`src/sv/swpd_pkg.sv`:
```
`timescale 1ns / 1ps
// swpd_pkg: shared constants for the single-wire pulse dimmer
// register indexes, reset values and fixed field widths; no dependencies

package swpd_pkg;

   localparam int LEVELS_DEFAULT = 16;

   localparam int PCT_MAX     = 100;
   localparam int ROUND_UP    = 99;
   localparam int HOLD_W      = 16;
   localparam int LEVEL_NOW_W = 5;
   localparam int PCT_W       = 8;
   localparam int CSR_IDX_W   = 2;

   localparam logic [CSR_IDX_W-1:0] CSR_OFF_HOLD   = 2'd0;
   localparam logic [CSR_IDX_W-1:0] CSR_WAKE_HOLD  = 2'd1;
   localparam logic [CSR_IDX_W-1:0] CSR_PULSE_HALF = 2'd2;

   localparam logic [HOLD_W-1:0] OFF_HOLD_RESET   = 16'd3000;
   localparam logic [HOLD_W-1:0] WAKE_HOLD_RESET  = 16'd25;
   localparam logic [HOLD_W-1:0] PULSE_HALF_RESET = 16'd1;

endpackage

```
`src/sv/single_wire_pulse_dimmer.sv`:
```
`timescale 1ns / 1ps
// single_wire_pulse_dimmer: percent request to pulse-count pin sequence
// depends on swpd_pkg for constants and register indexes
//
//   channel  | ports                              | direction
//   ---------+------------------------------------+----------
//   req      | req_valid/ready, req_percent       | in
//   rsp      | rsp_valid/ready, pin_level, hold_us| out
//            | level_now, last                    |
//   csr      | csr_valid/ready, index, data       | in
//
// one request is accepted in IDLE, divided by 100 in DIV by repeated use of the shared
// subtract/compare unit (quotient q = target level, at most LEVELS), planned in PLAN,
// then emitted one beat per cycle, up to 2*LEVELS-1 beats, when rsp_ready stays high
// rsp stalls hold the output register and freeze the sequencer
// reset: synchronous, level 0 (backlight off), registers at their defaults
// csr writes are always taken; landing them while the block is idle is up to the user, the block does not enforce it

module single_wire_pulse_dimmer
   import swpd_pkg::*;
#(
   parameter int LEVELS = LEVELS_DEFAULT
) (
   input  logic                       clock,
   input  logic                       reset,

   input  logic                       req_valid,
   output logic                       req_ready,
   input  logic signed [PCT_W-1:0]    req_percent,

   output logic                       rsp_valid,
   input  logic                       rsp_ready,
   output logic                       rsp_pin_level,
   output logic [HOLD_W-1:0]          rsp_hold_us,
   output logic [LEVEL_NOW_W-1:0]     rsp_level_now,
   output logic                       rsp_last,

   input  logic                       csr_valid,
   output logic                       csr_ready,
   input  logic [CSR_IDX_W-1:0]       csr_index,
   input  logic [HOLD_W-1:0]          csr_data
);

   // level width holds 0..LEVELS, numerator holds pct*LEVELS+99
   localparam int LW = $clog2(LEVELS + 1);
   localparam int NW = $clog2(PCT_MAX * LEVELS + PCT_MAX);

   localparam logic [1:0] ST_IDLE = 2'd0;
   localparam logic [1:0] ST_DIV  = 2'd1;
   localparam logic [1:0] ST_PLAN = 2'd2;
   localparam logic [1:0] ST_EMIT = 2'd3;

   logic [1:0]        state_ff, state_in;
   logic [HOLD_W-1:0] off_hold_ff, off_hold_in;
   logic [HOLD_W-1:0] wake_hold_ff, wake_hold_in;
   logic [HOLD_W-1:0] pulse_half_ff, pulse_half_in;
   logic [LW-1:0]     cur_level_ff, cur_level_in;
   logic [NW-1:0]     rem_ff, rem_in;
   logic [LW-1:0]     quot_ff, quot_in;
   logic              off_pend_ff, off_pend_in;
   logic              wake_pend_ff, wake_pend_in;
   logic              phase_ff, phase_in;
   logic [LW-1:0]     pulses_ff, pulses_in;

   logic                   rsp_valid_ff, rsp_valid_in;
   logic                   pin_ff, pin_in;
   logic [HOLD_W-1:0]      hold_ff, hold_in;
   logic [LEVEL_NOW_W-1:0] lvl_ff, lvl_in;
   logic                   last_ff, last_in;

   // request decode
   logic [PCT_W-2:0] pct;
   logic [NW-1:0]    numer;
   // plan
   logic [LW-1:0]    target;
   logic [LW-1:0]    cur_eff;
   logic [LW:0]      diff;
   // shared subtract/compare unit
   logic             rem_ge;
   logic [NW-1:0]    rem_sub;
   logic             slot_free;

   assign req_ready = (state_ff == ST_IDLE);
   assign csr_ready = 1'b1;

   assign rsp_valid     = rsp_valid_ff;
   assign rsp_pin_level = pin_ff;
   assign rsp_hold_us   = hold_ff;
   assign rsp_level_now = lvl_ff;
   assign rsp_last      = last_ff;

   always_comb begin
      // clamp: negative to 0, above 100 to 100
      if (req_percent[PCT_W-1]) begin
         pct = '0;
      end else if (req_percent > PCT_W'(PCT_MAX)) begin
         pct = (PCT_W-1)'(PCT_MAX);
      end else begin
         pct = req_percent[PCT_W-2:0];
      end
      if (pct == '0) begin
         numer = '0;
      end else begin
         numer = NW'(pct) * NW'(LEVELS) + NW'(ROUND_UP);
      end
   end

   // one compare and subtract by 100 per cycle
   assign rem_ge  = (rem_ff >= NW'(PCT_MAX));
   assign rem_sub = rem_ff - NW'(PCT_MAX);

   always_comb begin
      target  = (quot_ff > LW'(LEVELS)) ? LW'(LEVELS) : quot_ff;
      // off driver wakes at full level
      cur_eff = (cur_level_ff == '0) ? LW'(LEVELS) : cur_level_ff;
      // step-down count modulo LEVELS
      if (cur_eff < target) begin
         diff = {1'b0, cur_eff} + (LW+1)'(LEVELS) - {1'b0, target};
      end else begin
         diff = {1'b0, cur_eff} - {1'b0, target};
      end
   end

   assign slot_free = !rsp_valid_ff || rsp_ready;

   always_comb begin
      state_in      = state_ff;
      off_hold_in   = off_hold_ff;
      wake_hold_in  = wake_hold_ff;
      pulse_half_in = pulse_half_ff;
      cur_level_in  = cur_level_ff;
      rem_in        = rem_ff;
      quot_in       = quot_ff;
      off_pend_in   = off_pend_ff;
      wake_pend_in  = wake_pend_ff;
      phase_in      = phase_ff;
      pulses_in     = pulses_ff;
      rsp_valid_in  = rsp_valid_ff && !rsp_ready;
      pin_in        = pin_ff;
      hold_in       = hold_ff;
      lvl_in        = lvl_ff;
      last_in       = last_ff;

      if (csr_valid) begin
         case (csr_index)
            CSR_OFF_HOLD:   off_hold_in   = csr_data;
            CSR_WAKE_HOLD:  wake_hold_in  = csr_data;
            CSR_PULSE_HALF: pulse_half_in = csr_data;
            default: ;
         endcase
      end

      case (state_ff)
         ST_IDLE: begin
            if (req_valid) begin
               rem_in   = numer;
               quot_in  = '0;
               state_in = ST_DIV;
            end
         end
         ST_DIV: begin
            if (rem_ge) begin
               rem_in  = rem_sub;
               quot_in = quot_ff + LW'(1);
            end else begin
               state_in = ST_PLAN;
            end
         end
         ST_PLAN: begin
            if (target == cur_level_ff) begin
               state_in = ST_IDLE;
            end else begin
               cur_level_in = target;
               off_pend_in  = (target == '0);
               wake_pend_in = (cur_level_ff == '0);
               phase_in     = 1'b0;
               pulses_in    = diff[LW-1:0];
               state_in     = ST_EMIT;
            end
         end
         ST_EMIT: begin
            if (slot_free) begin
               rsp_valid_in = 1'b1;
               // new level is already in cur_level_ff for every beat
               lvl_in       = LEVEL_NOW_W'(cur_level_ff);
               if (off_pend_ff) begin
                  pin_in      = 1'b0;
                  hold_in     = off_hold_ff;
                  last_in     = 1'b1;
                  off_pend_in = 1'b0;
                  state_in    = ST_IDLE;
               end else if (wake_pend_ff) begin
                  pin_in       = 1'b1;
                  hold_in      = wake_hold_ff;
                  last_in      = (pulses_ff == '0);
                  wake_pend_in = 1'b0;
                  if (pulses_ff == '0) begin
                     state_in = ST_IDLE;
                  end
               end else if (!phase_ff) begin
                  // low half of a dimming pulse
                  pin_in   = 1'b0;
                  hold_in  = pulse_half_ff;
                  last_in  = 1'b0;
                  phase_in = 1'b1;
               end else begin
                  // high half closes the pulse
                  pin_in    = 1'b1;
                  hold_in   = pulse_half_ff;
                  last_in   = (pulses_ff == LW'(1));
                  phase_in  = 1'b0;
                  pulses_in = pulses_ff - LW'(1);
                  if (pulses_ff == LW'(1)) begin
                     state_in = ST_IDLE;
                  end
               end
            end
         end
         default: state_in = ST_IDLE;
      endcase
   end

   always_ff @(posedge clock) begin
      if (reset) begin
         state_ff      <= ST_IDLE;
         off_hold_ff   <= OFF_HOLD_RESET;
         wake_hold_ff  <= WAKE_HOLD_RESET;
         pulse_half_ff <= PULSE_HALF_RESET;
         cur_level_ff  <= '0;
         off_pend_ff   <= 1'b0;
         wake_pend_ff  <= 1'b0;
         phase_ff      <= 1'b0;
         pulses_ff     <= '0;
         rsp_valid_ff  <= 1'b0;
      end else begin
         state_ff      <= state_in;
         off_hold_ff   <= off_hold_in;
         wake_hold_ff  <= wake_hold_in;
         pulse_half_ff <= pulse_half_in;
         cur_level_ff  <= cur_level_in;
         off_pend_ff   <= off_pend_in;
         wake_pend_ff  <= wake_pend_in;
         phase_ff      <= phase_in;
         pulses_ff     <= pulses_in;
         rsp_valid_ff  <= rsp_valid_in;
      end
   end

   // payload, no reset
   always_ff @(posedge clock) begin
      rem_ff  <= rem_in;
      quot_ff <= quot_in;
      pin_ff  <= pin_in;
      hold_ff <= hold_in;
      lvl_ff  <= lvl_in;
      last_ff <= last_in;
   end

endmodule
```
`config.mk`:
```
export PLATFORM = sky130hd
export DESIGN_NAME = single_wire_pulse_dimmer
export DESIGN_NICKNAME = d
export VERILOG_FILES = /design/src/sv/swpd_pkg.sv /design/src/sv/single_wire_pulse_dimmer.sv
export SDC_FILE = /design/constraint.sdc
export NUM_CORES = 1
export LEC_CHECK = 0
export BUFFER_PORTS_ARGS = -buffer_cell sky130_fd_sc_hd__buf_2
export CORE_ASPECT_RATIO = 0.8
export CORE_MARGIN = 2
export CORE_UTILIZATION = 40
export DETAILED_ROUTE_END_ITERATION = 12
export PLACE_DENSITY_LB_ADDON = 0.2
export SETUP_SLACK_MARGIN = 0.3
export SYNTH_ARGS = -nofsm -noshare
export SYNTH_HDL_FRONTEND = slang
export SYNTH_SLANG_ARGS = --single-unit
```
`constraint.sdc`:
```
create_clock -name clock -period 3.8 [get_ports clock]
set_input_delay 0.76 -clock clock [delete_from_list [all_inputs] [get_ports clock]]
set_output_delay 0.76 -clock clock [all_outputs]
set_load 0.02 [all_outputs]
```
==> reports/summary.txt <==
Outcome: completed
Max rail drop VDD: 0.000283 V
CTS root buf: clkbuf_16
Cell Area, Synth: 4980 sq um
Commonest cells after routing, fill and taps aside: nand2_1, dfxtp_1, a21oi_1, buf_2, edfxtp_1
Worst skew pair latency: 0.34 ns
Drt drc: 0
Synthesized net count: 603
Max Cap Viol: 0
Wire length on met2: 5220 um
Post-synth cell types: 56
Slew @ Worst Pin: 0.899 ns
CTS tree: built
Largest cells by area after synthesis: dfxtp_1, edfxtp_1, nand2_1
Total negative slack: 0 ns
Sequential area share after synthesis: 0.486
Worst setup margin: 1.04 ns
DIE AREA: 13400 sq um
Post-synth EDFFs: 38
Leading cell type in the layout, fill and taps excluded: nand2_1
H-tree depth: 3
Port-buffer cells: 55
First-pass GRT wire length: 18100 um
Post-synth ARST share: 0
Main combinational cell family by area after synthesis: simple AND/OR/NAND/NOR gates
Ys flop type: dfxtp_1
Post-route ant nets: 0
Kind of critical path: register to register
GRT Residual Overflow: 0
Static leakage: 2.14 nW
Antenna violations before repair: 0
Post-synthesis compound-gate area fraction: 0.137
Vias in the first global route: 3604
First-pass DRT Iterations: 4
Cells resized by post-CTS repair: 0
Worst Path Required: 3.99 ns
Tightest Hold Check Type: register to register
CTS clk-pin slew, worst paths: 0.07 ns
Top-area cell type share of the netlist area: 0.257
RD Place Congestion: 0.807
Met1 WL: 5450 um
Crit. End Element: register
Final hold vios: 0
Pwr dens: 709 nW/um^2
Max-slew violations: 0
Diode count: 0
DRC violation total after the first TritonRoute iteration: 280
Overall Global Routing Usage: 0.173
Slew headroom: 0.400
Via count: 3918
Nets: 643
Die Ht: 104 um
Post-place setup slack: 1.07 ns
Post-Route WL: 11300 um
Tmin final: 2.76 ns
Unrepaired setup endpoints after global routing: no
Synth Area per Inst: 9.04 sq um
Initial core utilization: 0.409
Period Utilization, post-route: 0.725
Top sig layer: met4
FF+latch count, synth: 102
Yosys warning total: 0
Mux contribution to synthesized area: 0.0362
Final setup violation count: 0
Fillers: 1202
Share of layout cells above drive strength 1: 0.141
Xor/xnor share of the synthesized area: 0.0317
P&R area growth vs syn: 13.1%
Core ar.: 12200 sq um
Clk_skew: 0.00841 ns
Critical Path Source Type: register
CTS max path bufs: 2
Largest net degree at the start of global routing: 46
# IOs: 57
Metal3 WL: 484 um
DR WL/cell: 15.1 um
Area share of fa/ha/maj cells after synthesis: 0.0603
Post-CTS Hold Buffers: 0
Setup Buffers After CTS: 0
Largest area contributor in the netlist: dfxtp_1
# clock sinks: 102
TritonCTS Buffers: 9
Fmax: 363 MHz
DR vias/cell: 5.24
Max FO, Critical Path: 6
Rows: 36
Simple-gate share of the synthesized area: 0.207
DPL Wire Length: 7430 um
Die extent in x: 129 um
Cell count after synthesis: 551
Worst EP arrival: 2.95 ns
-- per-stage QoR --
| step | cells | power (mW) | hold slack [ns] | area (sq um) | utilization |
|---|---|---|---|---|---|
| floorplan | 551 | 2.77 | 0.431 | 4980 | - |
| global placement | 732 | 3.12 | 0.441 | 5360 | 0.441 |
| detailed placement | 732 | 3.12 | 0.448 | 5360 | 0.441 |
| CTS | 748 | 4.01 | 0.457 | 5630 | 0.463 |
| global route | 748 | 4.27 | 0.470 | 5630 | 0.463 |
| finish | 748 | 3.99 | 0.453 | 5630 | 0.463 |
-- cells by family after synthesis --
group           count (synthesis)
flops                         102
buf+inv                        49
xor+xnor                       18
mux                            18
other cells                     1
compound gates                115
simple gates                  227
fa+ha+maj                      21
-- path summary, 6_finish.rpt --
| kind | cells past startpoint | slack, ns | endpoint | from |
|---|---|---|---|---|
| hold reg to reg | 2 | 0.45 | pulse_half_ff[11]$_SDFFE_PP0P_ | pulse_half_ff[11]$_SDFFE_PP0P_ |
| setup reg to reg | 13 | 1.04 | pulses_ff[3]$_SDFFE_PP0P_ | quot_ff[0]$_SDFFCE_PN0P_ |
| hold / removal | 2 | 0.45 | pulse_half_ff[11]$_SDFFE_PP0P_ | pulse_half_ff[11]$_SDFFE_PP0P_ |
| setup / recovery | 13 | 1.04 | pulses_ff[3]$_SDFFE_PP0P_ | quot_ff[0]$_SDFFCE_PN0P_ |
-- area by class of cell --
cell class                      count  area [sq um]  area share
Timing Repair Buffer               61           320      0.0569
Multi-Input combinational cell    400          2360       0.419
Inverter                           17          63.8      0.0113
Tap cell                          152           190      0.0338
Clock inverter                      5          42.5     0.00755
Sequential cell                   102          2420       0.430
Clock buffer                       11           233      0.0413
-- layer usage --
metal | GRT usage | vias up
met5 | 0 | -
met4 | 0.0606 | 0
met3 | 0.0294 | 10
met2 | 0.267 | 83
met1 | 0.245 | 1860
li1 | - | 1965
-- synth_stat cells, types with 2 or more instances --
cell type	instances
a21oi_1	55
buf_4	2
inv_2	3
ha_1	16
a31oi_1	6
xnor2_1	10
clkbuf_1	23
nor3_1	10
o211ai_1	2
mux2i_1	18
fa_1	5
and3b_1	2
xor2_1	8
a221oi_1	2
o22ai_1	8
a211oi_1	3
nand2_1	129
nand3b_1	19
nor2_1	32
o21ai_1	9
o21a_1	2
inv_1	14
edfxtp_1	38
nand3_1	9
buf_2	2
o21ai_0	16
or3_1	2
and2_1	3
dfxtp_1	64
buf_1	4
nand2b_1	4
nor2b_1	7
-- where the power goes --
part	switching, mW	total [mW]	internal, mW	leakage, nW
Combinational	0.919	1.57	0.654	1.13
Sequential	0.176	1.55	1.37	0.885
Clock	0.419	0.871	0.452	0.124
-- sequential cells by signal, indices dropped and copies added, names as in the netlist --
name           count
off_hold_ff       16
pulse_half_ff     16
state_ff           2
rsp_pin_level      1
off_pend_ff        1
quot_ff            5
phase_ff           1
wake_pend_ff       1
wake_hold_ff      16
rem_ff            10
cur_level_ff       5
pulses_ff          5
rsp_last           1
rsp_valid          1
rsp_hold_us       16
rsp_level_now      5
-- worst max-delay path: stages, from the launching register on --
cell and delay [ns]:
edfxtp_1 0.46, inv_1 0.15, ha_1 0.15, nand2_1 0.08
o32ai_4 0.27, ha_1 0.21, inv_1 0.07, ha_1 0.21
fa_1 0.40, xor2_1 0.15, o21ai_0 0.16, nor3_1 0.08
o22ai_1 0.14, a21oi_1 0.08
(Power assumes the default switching activity.)
